<file path="config.mk">
export PLATFORM = sky130hd
export DESIGN_NAME = sync_pattern_block_deframer_flat
export DESIGN_NICKNAME = d
export VERILOG_FILES = /design/src/rtl/spbd_pkg.sv /design/src/rtl/spbd_if.sv /design/src/rtl/sync_pattern_block_deframer.sv /design/src/rtl/spbd_core.sv /design/src/flat_wrapper.sv
export VERILOG_INCLUDE_DIRS = /design/src /design/src/rtl
export SDC_FILE = /design/constraint.sdc
export NUM_CORES = 1
export LEC_CHECK = 0
export BUFFER_PORTS_ARGS = -buffer_cell sky130_fd_sc_hd__buf_4
export CORE_ASPECT_RATIO = 1.75
export CORE_UTILIZATION = 50
export DETAILED_ROUTE_END_ITERATION = 7
export PLACE_DENSITY_LB_ADDON = 0.12
export SKIP_LAST_GASP = 1
export SLEW_MARGIN = 20
export SYNTH_ARGS = -nofsm -noshare
export SYNTH_HDL_FRONTEND = slang
export SYNTH_SLANG_ARGS = --single-unit
</file>
<file path="constraint.sdc">
create_clock -name clk -period 10.7 [get_ports clk]
set_input_delay 2.14 -clock clk [delete_from_list [all_inputs] [get_ports clk]]
set_output_delay 2.14 -clock clk [all_outputs]
set_load 0.1 [all_outputs]
</file>
<file path="src/rtl/sync_pattern_block_deframer_defines.svh">
// assertion macros shared by the deframer rtl
`ifndef SYNC_PATTERN_BLOCK_DEFRAMER_DEFINES_SVH
`define SYNC_PATTERN_BLOCK_DEFRAMER_DEFINES_SVH

// same-cycle implication, disabled during reset
`define SPBD_ASSERT_NOW(label, clk, rst, ante, cons) \
  label: assert property (@(posedge clk) disable iff (rst) (ante) |-> (cons)) \
    else $error("deframer check failed");

// next-cycle implication, disabled during reset
`define SPBD_ASSERT_NEXT(label, clk, rst, ante, cons) \
  label: assert property (@(posedge clk) disable iff (rst) (ante) |=> (cons)) \
    else $error("deframer check failed");

`endif

</file>
<file path="src/rtl/spbd_pkg.sv">
// shared types and constants of the sync pattern block deframer
`default_nettype none

package spbd_pkg;

  // framing constants
  localparam int unsigned PatLen        = 8;
  localparam int unsigned HeaderLen     = 16;
  localparam int unsigned FrameOverhead = 24;
  localparam int unsigned MaxBlockDefault = 32768;

  localparam logic [7:0] StartPat [0:7] = '{
    8'hAA, 8'hD6, 8'h3E, 8'h69, 8'h02, 8'h5A, 8'h7F, 8'h55
  };
  localparam logic [7:0] EndPat [0:7] = '{
    8'h55, 8'h7F, 8'h5A, 8'h02, 8'h69, 8'h3E, 8'hD6, 8'hAA
  };

  // error codes
  localparam logic [2:0] ErrNone  = 3'd0;
  localparam logic [2:0] ErrStart = 3'd1;
  localparam logic [2:0] ErrSize  = 3'd2;
  localparam logic [2:0] ErrSeq   = 3'd3;
  localparam logic [2:0] ErrEnd   = 3'd4;

  // one marked output word
  typedef struct packed {
    logic [7:0]  out_byte;
    logic        in_body;
    logic        block_end;
    logic [2:0]  error_code;
    logic [31:0] block_seq;
  } result_t;

endpackage

`default_nettype wire

</file>
<file path="src/rtl/spbd_if.sv">
// valid/ready stream interfaces for the deframer input and output words
`default_nettype none

interface spbd_in_if;
  logic       valid;
  logic       ready;
  logic [7:0] data_byte;

  modport source (output valid, output data_byte, input ready);
  modport sink (input valid, input data_byte, output ready);
endinterface

interface spbd_out_if;
  logic        valid;
  logic        ready;
  logic [7:0]  out_byte;
  logic        in_body;
  logic        block_end;
  logic [2:0]  error_code;
  logic [31:0] block_seq;

  modport source (output valid, output out_byte, output in_body, output block_end,
                  output error_code, output block_seq, input ready);
  modport sink (input valid, input out_byte, input in_body, input block_end,
                input error_code, input block_seq, output ready);
endinterface

`default_nettype wire

</file>
<file path="src/rtl/sync_pattern_block_deframer.sv">
// each accepted input word gives its marked output word from the output register in the next cycle
// throughput: one word per cycle while the output side is ready; the framing state updates once per byte
// the output register frees its slot in the same cycle its word is taken
// reset (rst, synchronous, active high) empties the output register and
// returns to header hunting with last good sequence and captures at zero
`default_nettype none

`include "sync_pattern_block_deframer_defines.svh"

module sync_pattern_block_deframer #(
  parameter int unsigned MAX_BLOCK = spbd_pkg::MaxBlockDefault
) (
  input  logic              clk,
  input  logic              rst,
  spbd_in_if.sink           data,
  spbd_out_if.source        result
);
  import spbd_pkg::*;

  logic    take;
  logic    out_valid;
  result_t res;
  result_t res_q;

  // accept whenever the output slot is empty or draining
  assign data.ready = !out_valid || result.ready;
  assign take       = data.valid && data.ready;

  spbd_core #(
    .MAX_BLOCK (MAX_BLOCK)
  ) u_core (
    .clk       (clk),
    .rst       (rst),
    .take      (take),
    .data_byte (data.data_byte),
    .res       (res)
  );

  // output register
  always_ff @(posedge clk) begin
    if (rst) begin
      out_valid <= 1'b0;
    end else if (take) begin
      out_valid <= 1'b1;
    end else if (result.ready) begin
      out_valid <= 1'b0;
    end
  end

  always_ff @(posedge clk) begin
    if (take) begin
      res_q <= res;
    end
  end

  assign result.valid      = out_valid;
  assign result.out_byte   = res_q.out_byte;
  assign result.in_body    = res_q.in_body;
  assign result.block_end  = res_q.block_end;
  assign result.error_code = res_q.error_code;
  assign result.block_seq  = res_q.block_seq;

  `SPBD_ASSERT_NEXT(a_take_fills, clk, rst, take, out_valid)
  `SPBD_ASSERT_NOW(a_err_no_marks, clk, rst, out_valid && res_q.error_code != ErrNone,
    !res_q.in_body && !res_q.block_end)
  `SPBD_ASSERT_NOW(a_marks_exclusive, clk, rst, out_valid, !(res_q.in_body && res_q.block_end))

endmodule

`default_nettype wire

</file>
<file path="src/rtl/spbd_core.sv">
// framing state machine: header checks, body marking and trailer check per byte
`default_nettype none

`include "sync_pattern_block_deframer_defines.svh"

module spbd_core #(
  parameter int unsigned MAX_BLOCK = spbd_pkg::MaxBlockDefault
) (
  input  logic             clk,
  input  logic             rst,
  input  logic             take,
  input  logic [7:0]       data_byte,
  output spbd_pkg::result_t res
);
  import spbd_pkg::*;

  localparam logic PhHeader = 1'b0;
  localparam logic PhBody   = 1'b1;

  localparam logic [32:0] MaxTotal = 33'(MAX_BLOCK);

  logic        phase, phase_next;
  logic [15:0] byte_position, byte_position_next;
  logic [15:0] block_total, block_total_next;
  logic [31:0] length_capture, length_capture_next;
  logic [31:0] seq_capture, seq_capture_next;
  logic [31:0] last_good_seq, last_good_seq_next;
  logic        trailer_match, trailer_match_next;

  logic        body, done;
  logic [2:0]  err;
  logic [31:0] len_shift, seq_shift;
  logic [32:0] total_calc;
  logic [16:0] total_eff, pos_ext, pos_plus8, trail_off;
  logic        tm_upd;

  // next state and marks for the byte at the input
  always_comb begin
    phase_next          = phase;
    byte_position_next  = byte_position;
    block_total_next    = block_total;
    length_capture_next = length_capture;
    seq_capture_next    = seq_capture;
    last_good_seq_next  = last_good_seq;
    trailer_match_next  = trailer_match;
    body = 1'b0;
    done = 1'b0;
    err  = ErrNone;

    len_shift  = {length_capture[23:0], data_byte};
    seq_shift  = {seq_capture[23:0], data_byte};
    total_calc = {1'b0, len_shift} + 33'(FrameOverhead);
    total_eff  = (block_total < 16'(FrameOverhead)) ? 17'(FrameOverhead)
                                                    : {1'b0, block_total};
    pos_ext    = {1'b0, byte_position};
    pos_plus8  = pos_ext + 17'(PatLen);
    trail_off  = pos_plus8 - total_eff;
    tm_upd     = trailer_match & (data_byte == EndPat[trail_off[2:0]]);

    if (phase == PhHeader) begin
      if (byte_position < 16'(PatLen)) begin
        // start pattern, resync on a first pattern byte
        if (data_byte == StartPat[byte_position[2:0]]) begin
          byte_position_next = byte_position + 16'd1;
        end else begin
          err                = ErrStart;
          trailer_match_next = 1'b1;
          byte_position_next = (data_byte == StartPat[0]) ? 16'd1 : 16'd0;
        end
      end else if (byte_position < 16'd12) begin
        // big-endian length, size check on its last byte
        length_capture_next = len_shift;
        byte_position_next  = byte_position + 16'd1;
        if (byte_position == 16'd11) begin
          if (total_calc > MaxTotal) begin
            err                = ErrSize;
            byte_position_next = 16'd0;
            trailer_match_next = 1'b1;
          end else begin
            block_total_next = total_calc[15:0];
          end
        end
      end else begin
        // big-endian sequence, must follow the last good one
        seq_capture_next   = seq_shift;
        byte_position_next = byte_position + 16'd1;
        if (byte_position >= 16'(HeaderLen - 1)) begin
          if (seq_shift != last_good_seq + 32'd1) begin
            err                = ErrSeq;
            byte_position_next = 16'd0;
            trailer_match_next = 1'b1;
          end else begin
            last_good_seq_next = seq_shift;
            phase_next         = PhBody;
            trailer_match_next = 1'b1;
          end
        end
      end
    end else begin
      if (pos_plus8 < total_eff) begin
        body               = 1'b1;
        byte_position_next = byte_position + 16'd1;
      end else begin
        // trailer bytes, verdict on the last one
        trailer_match_next = tm_upd;
        if (pos_ext + 17'd1 >= total_eff) begin
          if (tm_upd) begin
            done = 1'b1;
          end else begin
            err = ErrEnd;
          end
          phase_next         = PhHeader;
          byte_position_next = 16'd0;
          trailer_match_next = 1'b1;
        end else begin
          byte_position_next = byte_position + 16'd1;
        end
      end
    end
  end

  // output word for this byte
  always_comb begin
    res.out_byte   = data_byte;
    res.in_body    = body;
    res.block_end  = done;
    res.error_code = err;
    res.block_seq  = seq_capture_next;
  end

  // state registers
  always_ff @(posedge clk) begin
    if (rst) begin
      phase          <= PhHeader;
      byte_position  <= '0;
      block_total    <= '0;
      length_capture <= '0;
      seq_capture    <= '0;
      last_good_seq  <= '0;
      trailer_match  <= 1'b1;
    end else if (take) begin
      phase          <= phase_next;
      byte_position  <= byte_position_next;
      block_total    <= block_total_next;
      length_capture <= length_capture_next;
      seq_capture    <= seq_capture_next;
      last_good_seq  <= last_good_seq_next;
      trailer_match  <= trailer_match_next;
    end
  end

  `SPBD_ASSERT_NOW(a_header_pos, clk, rst, phase == PhHeader, byte_position < 16'(HeaderLen))
  `SPBD_ASSERT_NOW(a_body_pos, clk, rst, phase == PhBody,
    byte_position >= 16'(HeaderLen) && block_total >= 16'(FrameOverhead))
  `SPBD_ASSERT_NEXT(a_err_restart, clk, rst, take && err != ErrNone, phase == PhHeader)

endmodule

`default_nettype wire
</file>
<file path="src/flat_wrapper.sv">
// flat-port wrapper written by rule: the top's interface ports become plain ports
module sync_pattern_block_deframer_flat import spbd_pkg::*;
#(
  parameter int unsigned MAX_BLOCK = spbd_pkg::MaxBlockDefault
)
  (clk, rst, data_valid, data_data_byte, data_ready, result_valid, result_out_byte, result_in_body, result_block_end, result_error_code, result_block_seq, result_ready);
  spbd_in_if data_i ();
  spbd_out_if result_i ();
  input  logic clk;
  input  logic rst;
  input wire logic [$bits(data_i.valid)-1:0] data_valid;
  input wire logic [$bits(data_i.data_byte)-1:0] data_data_byte;
  output wire logic [$bits(data_i.ready)-1:0] data_ready;
  output wire logic [$bits(result_i.valid)-1:0] result_valid;
  output wire logic [$bits(result_i.out_byte)-1:0] result_out_byte;
  output wire logic [$bits(result_i.in_body)-1:0] result_in_body;
  output wire logic [$bits(result_i.block_end)-1:0] result_block_end;
  output wire logic [$bits(result_i.error_code)-1:0] result_error_code;
  output wire logic [$bits(result_i.block_seq)-1:0] result_block_seq;
  input wire logic [$bits(result_i.ready)-1:0] result_ready;
  assign data_i.valid = data_valid;
  assign data_i.data_byte = data_data_byte;
  assign data_ready = data_i.ready;
  assign result_valid = result_i.valid;
  assign result_out_byte = result_i.out_byte;
  assign result_in_body = result_i.in_body;
  assign result_block_end = result_i.block_end;
  assign result_error_code = result_i.error_code;
  assign result_block_seq = result_i.block_seq;
  assign result_i.ready = result_ready;
  sync_pattern_block_deframer #(.MAX_BLOCK(MAX_BLOCK)) u_core (.clk(clk), .rst(rst), .data(data_i), .result(result_i));
endmodule
</file>
---- Yosys cells after proc, flatten, opt, wreduce, memory -nomap -nowiden ----
Memories as Yosys holds them, arrays and structs flattened.
Index checks and enable logic that the tools add are counted.
storage, ports and cells
  ROM bits ................................ 128
  output and inout bits ................... 47
  memories kept ........................... 2
  register bits after elaboration ......... 168
memory list
  name              depth  width  rd ports  clocked after memory_dff  write ports  line             source
  (name not given)  8      8      1         0                         0            spbd_core.sv:63  if (data_byte == StartPat[byte_position[2:0]]) begin
  (name not given)  8      8      1         0                         0            spbd_core.sv:58  tm_upd = trailer_match & (data_byte == EndPat[trail_off[2:0]]);
operators by class
  equal/unequal tests ..................... 9
  bitwise gates (word level) .............. 9
  order comparisons ....................... 9
  multiplexer cells ....................... 50
  add/subtract/negate cells ............... 6
  reduce and logical (&&, ||, !) cells .... 10
operators with widths
  operator               count
  $mux 16                11
  $mux 32                3
  $add 32x5->33 const B  1
  $gt 33x16->1 const B   1
  $add 32x1->32 const B  1
  $lt 16x4->1 const B    2
  $mux 8                 4
  $ne 32x32->1           1
  $mux 1                 22
  $mux 3                 6
  $reduce_and 6->1       3
  $add 16x1->17 const B  1
  $add 16x4->17 const B  1
  $ge 17x16->1           1
  $lt 17x16->1           1
  $add 16x1->16 const B  1
  $eq 16x4->1 const B    1
  $eq 8x8->1             2
  $ge 16x4->1 const B    1
  $lt 16x5->1 const B    1
  $eq 8x8->1 const B     1
  $ge 4x4->1 const B     2
  $mux 2                 4
  $ne 4x3->1 const B     2
  13 further kinds       19

---- Logic depth before layout (Yosys ltp) ----
Gate-level depths: netlist of run 1.
  depth after elaboration ................. 13
  gate-level depth with buffers ........... 18
  depth with buffers taken out ............ 18

---- Cells and area by module ----
A second synthesis of run 1 with hierarchy kept.
unflattened totals
  cell total of the unflattened synthesis .. 1,134
  area total of the unflattened synthesis .. 9,969.6 um2
by module, submodules not included
  module                       instances  cells each  area each (um2)
  spbd_core                    1          1,084       8,563.2
  sync_pattern_block_deframer  1          50          1,406.3

---- Worst setup path before layout of run 1 ----
OpenSTA, ideal clock, no wires.
  path type ............................... input-to-reg
  from .................................... in result_ready
  to ...................................... reg u_core.u_core.last_good_seq[6]
  data arrival time ....................... 5,292 ps
  path slack .............................. 5,280 ps
  required time ........................... 10,572 ps
  cell stages on the path ................. 8
  cell sequence ........................... nand2b_1 nand2_1 inv_1 nand2_1 nor3_4 buf_6 mux2i_1 nor2_1
between the ends
  longest elaborated chain between the ends .. 3
ends and longest elaborated chain
  element                            line                               source
  from (decl)                        flat_wrapper.sv:20                 input wire logic [$bits(result_i.ready)-1:0] result_ready;
  $logic_or 1x1->1                   sync_pattern_block_deframer.sv:26  assign data.ready = !out_valid || result.ready;
  $logic_and 1x1->1                  sync_pattern_block_deframer.sv:27  assign take = data.valid && data.ready;
  net u_core.take                    sync_pattern_block_deframer.sv:20  logic take;
  $reduce_and 6->1 (no source line)  -
  to (signal assigned)               spbd_core.sv:147                   last_good_seq <= last_good_seq_next;
  to (decl)                          spbd_core.sv:27                    logic [31:0] last_good_seq, last_good_seq_next;
The timed path passes the listed nets, and every way through them passes these cells.
A chain may end at the register's enable or synchronous reset.

---- Worst setup path in the final report of run 1 ----
  from .................................... in data_data_byte[4]
  to ...................................... reg u_core.u_core.block_total[11]
between the ends
  longest elaborated chain between the ends .. 4
ends and longest elaborated chain
  element                            line                source
  from (decl)                        flat_wrapper.sv:12  input wire logic [$bits(data_i.data_byte)-1:0] data_data_byte;
  $add 32x5->33 (*)                  spbd_core.sv:52     total_calc = {1'b0, len_shift} + 33'(FrameOverhead);
  $gt 33x16->1                       spbd_core.sv:75     if (total_calc > MaxTotal) begin
  $not 1->1 (no source line)         -
  $reduce_and 6->1 (no source line)  -
  to (signal assigned)               spbd_core.sv:144    block_total <= block_total_next;
  to (decl)                          spbd_core.sv:24     logic [15:0] block_total, block_total_next;
Mark *: on every way between the ends. The rest lies on a longest branch, timed or not.

==> metrics.cfg, run 1 <==
[placement]
dp_hpwl_mm = 18.7
io_buffers = 58
pre_cts_slack_ns = 4.97
gp_congestion = 0.910
placed_cells = 1376
place_area_sq_mm = 0.0104

[global_route]
grt_overflow = 0
grt_first_pass_wirelength_mm = 41.6
grtUsageTotal_pct = 26.4
grt_max_degree = 100
grt_pass1_vias = 8083
antenna_found_initial = 0

[detailed_routing]
drc_errors = 0
via_per_inst = 5.89
route.layer.met1.wl_mm = 9.88
dr_wl_met3_microns = 770
drt_pass1_iterations = 5
highest_layer = met4
drt_iter0_markers = 412
wl_met2_mm = 14.3
drtAntennaViolNets = 0
wirelength_mm = 26.0
dr_total_vias = 8281
wl_per_cell_microns = 18.5

[synth]
synthSimpleGateAreaFrac_pct = 22.5
avgSynthCellArea_sq_um = 8.62
synthMuxAreaShare_pct = 7.87
synthAdderAreaFrac_pct = 5.64
synth_top_family_by_area = simple AND/OR/NAND/NOR gates
synth_edf_count = 45
synth_xor_xnor_area_share_pct = 7.78
ys_seq_area_share_pct = 38.5
synth_compound_area_share_pct = 13.2
ys_types = 68
synthArstFlopShare_pct = 0
yosys_warnings = 0
synth_flop_cell = dfxtp_1
syn_area_sq_mm = 0.00990
synth_cells = 1149
synth_nets = 1205
ys_ff_latch = 168

[final_layout]
final_area_sq_mm = 0.0110
area_delta_synth_final_pct = 11.0
drive_gt1_share_pct = 11.7
stdcell_count = 1407
fin_util_pct = 57.0
nets = 1210
antenna_cells = 0

[floorplanning]
die_width_microns = 108
die_h_microns = 188
dieArea_sq_mm = 0.0204
initial_utilization_pct = 51.4
core_area_sq_mm = 0.0193
ioPinCount = 59
rows = 67

[clock_network]
hold_buffers = 0
tritoncts = yes
htreeDepth = 4
clk_path_buf_depth = 2
numCtsBuffers = 17
cts_resized = 0
clock_latency_ns = 0.44
cts.clk_slew.worst_paths_ns = 0.06
cts_setup_buffers = 0
root_buffer = clkbuf_16
clock_sinks = 168

[power_and_ir_drop]
pwr_density_cell_mw_per_mm2 = 129
vdd_ir_drop_max_mv = 0.106
leakage_nw = 4.13
finalPower_mw = 1.41

[setup_path]
crit_fanout = 27
end_kind = register
crit_slowest_cell = or3_1
path_delay_family = simple AND/OR/NAND/NOR gates
crit_path_start_kind = input pin
cp.arrival_ns = 5.62
critical_path.max_stage_delay_ns = 0.84
r2r_slack_ns = 6.08
cp.required_ns = 10.99
path_cells = buf_4, inv_1, ha_1, nand3b_1, nor4_1, nand3_1, a221oi_1, nand4_1, or3_1, nand2_1, o21ai_0, nor2b_1
criticalPathCategory = in -> reg
path_buf_inv = 2

[timing]
fin_ws_ns = 5.37
period_needed_ns = 5.33
rsz0062_at_grt = false
slew_violations = 0
fin_crit_sh_pct = 49.8
final-hold-violation-count = 0
max_freq_mhz = 187
holdWs_ns = 0.451
tns_ns = 0
finClkSkew_ns = 0.00707
finalSetupViolCount = 0
relSlewSlack_pct = 30.5
tightest_slew_ns = 1.04

[worst_hold_path]
hold_class = reg -> reg

[status]
status = finished clean

[job]
maxCapViolations = 0

==> layout by cell type (no fill, tap or decap), drive strengths merged, types with 20 or more instances in the layout <==
cell type    n
clkbuf      20
mux2        31
edfxtp      45
inv         32
nand4       27
xnor2       50
ha          43
nor3        23
nand3       38
nand2      167
dfxtp      123
a21oi       92
mux2i       43
buf         66
nor2       101
xor2        38
==> power by group <==
part | total, mW | internal [mW] | switching (mW)
registers | 0.662 | 0.660 | 0.00222
logic | 0.115 | 0.0216 | 0.0936
clock network | 0.637 | 0.378 | 0.258
==> flip-flops by register name (all words and copies together) (netlist names), 3 cells and up <==
| signal | flops |
|---|---|
| u_core.result.out_byte | 8 |
| u_core.result.error_code | 3 |
| u_core.u_core.seq_capture | 32 |
| u_core.u_core.last_good_seq | 32 |
| u_core.u_core.byte_position | 16 |
| u_core.result.block_seq | 32 |
| u_core.u_core.length_capture | 24 |
| u_core.u_core.block_total | 16 |
==> worst min-delay path, cell delays in order (launching register included) <==
cell,delay (ns)
dfxtp_1,0.30
nand2_1,0.05
a21oi_1,0.05
==> synthesized netlist by cell type, types with 9 or more instances <==
cell	number	share of area (%)
a31oi_1	9	0.57
and3_1	11	0.70
xor2_1	38	3.4
inv_1	31	1.2
nand2b_1	11	0.70
edfxtp_1	45	14
a21o_1	14	1.1
clkbuf_1	65	2.5
o21ai_0	19	0.96
a22o_1	10	0.88
nor4_1	14	0.88
xnor2_1	50	4.4
or3_1	11	0.70
mux2_2	31	3.5
nand4_1	26	1.6
dfxtp_1	123	25
mux2i_1	43	4.3
nor2_1	100	3.8
ha_1	43	5.4
or4_1	10	0.76
a21oi_1	92	4.6
nand2_1	167	6.3
nor3_1	22	1.1
nand3_1	38	1.9
==> worst paths after layout <==
kind	cells past startpoint	to	start
min	2	u_core.u_core.seq_capture[28]	u_core.u_core.seq_capture[28]
max	12	u_core.u_core.block_total[11]	data_data_byte[4]
min reg2reg	2	u_core.u_core.seq_capture[28]	u_core.u_core.seq_capture[28]
max reg2reg	14	u_core.u_core.byte_position[7]	u_core.u_core.byte_position[1]
==> routing by layer <==
metal,up-vias,GRT usage (%)
met5,-,0
met4,0,13.4
met3,60,3.23
met2,202,49.4
met1,3933,28.1
li1,4086,-
==> cell families after synthesis <==
logic type,count (synthesis)
and+or+nand+nor,459
AOI/OAI and AO/OA,205
DFF,168
buffers and inverters,111
xor gates and xnor gates,88
muxes,74
adders and majority gates,44
==> area by class of cell <==
class / instances / area [sq um]
Clock buffer: 20 / 457
Multi-Input combinational cell: 870 / 5660
Timing Repair Buffer: 66 / 495
Inverter: 31 / 116
Tap cell: 241 / 302
Clock inverter: 11 / 148
Fill cell: 1800 / 8290
Sequential cell: 168 / 3810
(Power assumes the default switching activity.)
==> inputs of run 2 (changes only) <==
Settings changed: ABC_AREA set to 1.
Clock period 10.7 ns to 5.05 ns, I/O delays scaled along.
==> run 2 against run 1 <==
  * The flow now finishes with violations (DRC)
  * Wire length increased by 36%
  * First-iteration DRC count grew 45%
  * Synthesized cell count grew 44%
  * Cell area rose by 12%
  * Die area up 13%
  * Sequential power grew 140%
  * Clock power rose by 100%
  * Largest power group unchanged
  * Combinational power rose to 7.7 times the previous value
  * Setup slack got worse by 4.2 ns
  * Utilization down 0.81 points
  * Cell count rose by 42%
  * Sequential cell count unchanged
==> metrics.cfg, run 2 <==
[status]
status = finished with violations  ; was finished clean
violations = DRC

[setup_path]
crit_slowest_cell = nor3_1  ; was or3_1
cp.required_ns = 5.40  ; was 10.99 ns
cp.arrival_ns = 4.27  ; was 5.62 ns
crit_fanout = 16  ; was 27
path_cells = nand3_1, nor3_1, nand2_1, nor3_1, xor2_1, ha_1, nand2_1, nor3_1, nand3_1, nand3_1, nand2_1, nand2_1, nand2_4, nand2_1, nand2_1, nand2_1, inv_1  ; was buf_4, inv_1, ha_1, nand3b_1, nor4_1, nand3_1, a221oi_1, nand4_1, or3_1, nand2_1, o21ai_0, nor2b_1
r2r_slack_ns = 1.12  ; was 6.08 ns
critical_path.max_stage_delay_ns = 0.56  ; was 0.84 ns
cpMostUsedCell = nand2_1
crit_path_start_kind = register  ; was input pin
criticalPathCategory = reg -> reg  ; was in -> reg
end_kind = register  ; unchanged

[power_and_ir_drop]
p_sw_mw = 1.33  ; was 0.354 mW
clkPwrFrac_pct = 34.5  ; was 45.0%
switching_share_pct = 35.6  ; was 25.0%
seqPwrFrac_pct = 41.9  ; was 46.8%
leakage_nw = 5.32  ; was 4.13 nW
pwr_density_cell_mw_per_mm2 = 302  ; was 129 mW/mm^2
vdd_ir_drop_max_mv = 0.193  ; was 0.106 mV
p_int_mw = 2.41  ; was 1.06 mW
pwr-share-comb_pct = 23.6  ; was 8.1%

[detailed_routing]
drt_iter0_markers = 598  ; was 412
via_per_inst = 5.44  ; was 5.89
wl_per_cell_microns = 17.7  ; was 18.5 microns
drt_pass1_iterations = 7  ; was 5
drc_errors = 1  ; was 0
wirelength_mm = 35.3  ; was 26.0 mm
dr_total_vias = 10828  ; was 8281
drtAntennaViolNets = 0  ; unchanged

[floorplanning]
dieArea_sq_mm = 0.0230  ; was 0.0204 sq mm
die_width_microns = 115  ; was 108 microns
die_h_microns = 200  ; was 188 microns
core_area_sq_mm = 0.0220  ; was 0.0193 sq mm
initial_utilization_pct = 50.8  ; was 51.4%
rows = 72  ; was 67
ioPinCount = 59  ; unchanged

[clock_network]
hold_buffers = 0  ; unchanged
clock_latency_ns = 0.45  ; was 0.44 ns
cts_setup_buffers = 0  ; unchanged
tritoncts = yes  ; unchanged
cts.clk_slew.worst_paths_ns = 0.07  ; was 0.06 ns
root_buffer = clkbuf_16  ; unchanged
cts_resized = 0  ; unchanged
htreeDepth = 4  ; unchanged
numCtsBuffers = 17  ; unchanged
clock_sinks = 168  ; unchanged
clk_path_buf_depth = 2  ; unchanged

[synth]
yosysMostFrequentCell = nand2_1  ; unchanged
yosysTopAreaCell = dfxtp_1  ; unchanged
synthArstFlopShare_pct = 0  ; unchanged
yosys_warnings = 0  ; unchanged
synth_nets = 1711  ; was 1205
ys_ff_latch = 168  ; unchanged
synth_flop_cell = dfxtp_1  ; unchanged
synth_cells = 1655  ; was 1149
synth_top_area_share_pct = 22.0  ; was 24.9%
ys_types = 52  ; was 68
avgSynthCellArea_sq_um = 6.75  ; was 8.62 sq um
ys_seq_area_share_pct = 34.1  ; was 38.5%
synth_edf_count = 45  ; unchanged
syn_area_sq_mm = 0.0112  ; was 0.00990 sq mm
synthTopCellsByCount = nand2_1, nor2_1, inv_1  ; was nand2_1, dfxtp_1, nor2_1
synthTopCellsByArea = dfxtp_1, nand2_1, edfxtp_1  ; was dfxtp_1, edfxtp_1, nand2_1

[timing]
slew_violations = 0  ; unchanged
relSlewSlack_pct = 34.2  ; was 30.5%
tns_ns = 0  ; unchanged
max_freq_mhz = 255
rsz0062_at_grt = false  ; unchanged
final-hold-violation-count = 0  ; unchanged
tightest_slew_ns = 0.987  ; was 1.04 ns
fin_crit_sh_pct = 77.7
period_needed_ns = 3.93
finalSetupViolCount = 0  ; unchanged
finClkSkew_ns = 0.0104  ; was 0.00707 ns

[global_route]
grt_pass1_vias = 10661  ; was 8083
grt_max_degree = 68  ; was 100
grtUsageTotal_pct = 32.6  ; was 26.4%
antenna_found_initial = 0  ; unchanged
grt_overflow = 0  ; unchanged
grt_first_pass_wirelength_mm = 55.5  ; was 41.6 mm

[final_layout]
most-common-layout-cells = nand2_1, nor2_1, inv_1, dfxtp_1, o21ai_0  ; was nand2_1, dfxtp_1, nor2_1, a21oi_1, buf_4
final_area_sq_mm = 0.0123  ; was 0.0110 sq mm
drive_gt1_share_pct = 8.50  ; was 11.7%
area_delta_synth_final_pct = 10.5  ; was 11.0%
nets = 1738  ; was 1210
stdcell_count = 1991  ; was 1407
final_common_cell = nand2_1  ; unchanged
antenna_cells = 0  ; unchanged
fill_cells = 2257  ; was 1800
fin_util_pct = 56.2  ; was 57.0%

[worst_hold_path]
hold_class = reg -> reg  ; unchanged

[placement]
place_area_sq_mm = 0.0118  ; was 0.0104 sq mm
placed_cells = 1959  ; was 1376
gp_congestion = 1.04  ; was 0.910
io_buffers = 58  ; unchanged
dp_hpwl_mm = 27.0  ; was 18.7 mm

[job]
maxCapViolations = 0  ; unchanged

-- run 2: cell types whose count changed after synthesis, sizes merged, moves of 35 or more --
cell / change
o21ai: +81
nand2: +273
mux2i: -43
nor2: +155
clkbuf: -36
nand4: +35
inv: +177
xnor2: -37
-- run 2: path summary, 6_finish.rpt --
| path | start | to | depth (start not counted) |
|---|---|---|---|
| min reg2reg | u_core.u_core.block_total[4] | u_core.u_core.block_total[4] | 2 |
| max | u_core.u_core.byte_position[8] | u_core.u_core.byte_position[4] | 17 |
| max reg2reg | u_core.u_core.byte_position[8] | u_core.u_core.byte_position[4] | 17 |
| min | u_core.u_core.block_total[4] | u_core.u_core.block_total[4] | 2 |
-- run 2: metrics by stage --
| stage | power (mW) | hold WS, ns | worst slack (ns) |
|---|---|---|---|
| finish | 3.74 | 0.464 | 1.12 |
| detailed placement | 2.47 | 0.453 | 1.16 |
| global placement | 2.46 | 0.451 | 1.18 |
| global route | 3.88 | 0.478 | 0.723 |
| CTS | 3.76 | 0.463 | 1.23 |
| floorplan | 2.23 | 0.424 | 0.888 |
-- run 2: worst max-delay path: cells and delay by family (launching register included) --
kind,cells,cell delay (ns)
AND/OR/NAND/NOR,14,2.85
flip-flops,1,0.50
buffers and inverters,1,0.04
adder cells (fa/ha/maj),1,0.31
XOR/XNOR,1,0.12
-- run 2: power groups by stage --
| stage | clock network [mW] | logic, mW | registers (mW) |
|---|---|---|---|
| finish | 1.29 | 0.880 | 1.57 |
| global placement | 0 | 0.871 | 1.59 |
| detailed placement | 0 | 0.875 | 1.59 |
| global route | 1.36 | 0.952 | 1.57 |
| floorplan | 0 | 0.432 | 1.80 |
| CTS | 1.32 | 0.879 | 1.56 |
-- run 2: layout make-up --
cell class	instances	area, sq um	share of cell area [%]
inverters	210	790	6.39
multi-input cells	1217	6290	51.0
well taps	296	370	3.00
clock buffers	19	454	3.68
clock inverters	13	119	0.963
flip-flops and latches	168	3810	30.9
repair buffers	68	510	4.13
-- run 2: metal layers --
metal,vias to the layer above,part of all wire [%],GRT usage (%)
li1,5429,-,-
met1,4955,35,30.7
met2,287,53,60.0
met3,157,3.3,5.43
met4,0,9.1,28.7
met5,-,0,0
-- run 2: cell families (layout without fill, tap and decap cells) --
| group | after synthesis | after routing | synth area share, % |
|---|---|---|---|
| AND/OR/NAND/NOR | 875 | 875 | 33.8 |
| buffers and inverters | 270 | 310 | 9.67 |
| AO/OA/AOI/OAI | 219 | 219 | 11.2 |
| flip-flops | 168 | 168 | 34.1 |
| XOR/XNOR | 79 | 79 | 6.26 |
| adder cells (fa/ha/maj) | 44 | 44 | 4.99 |
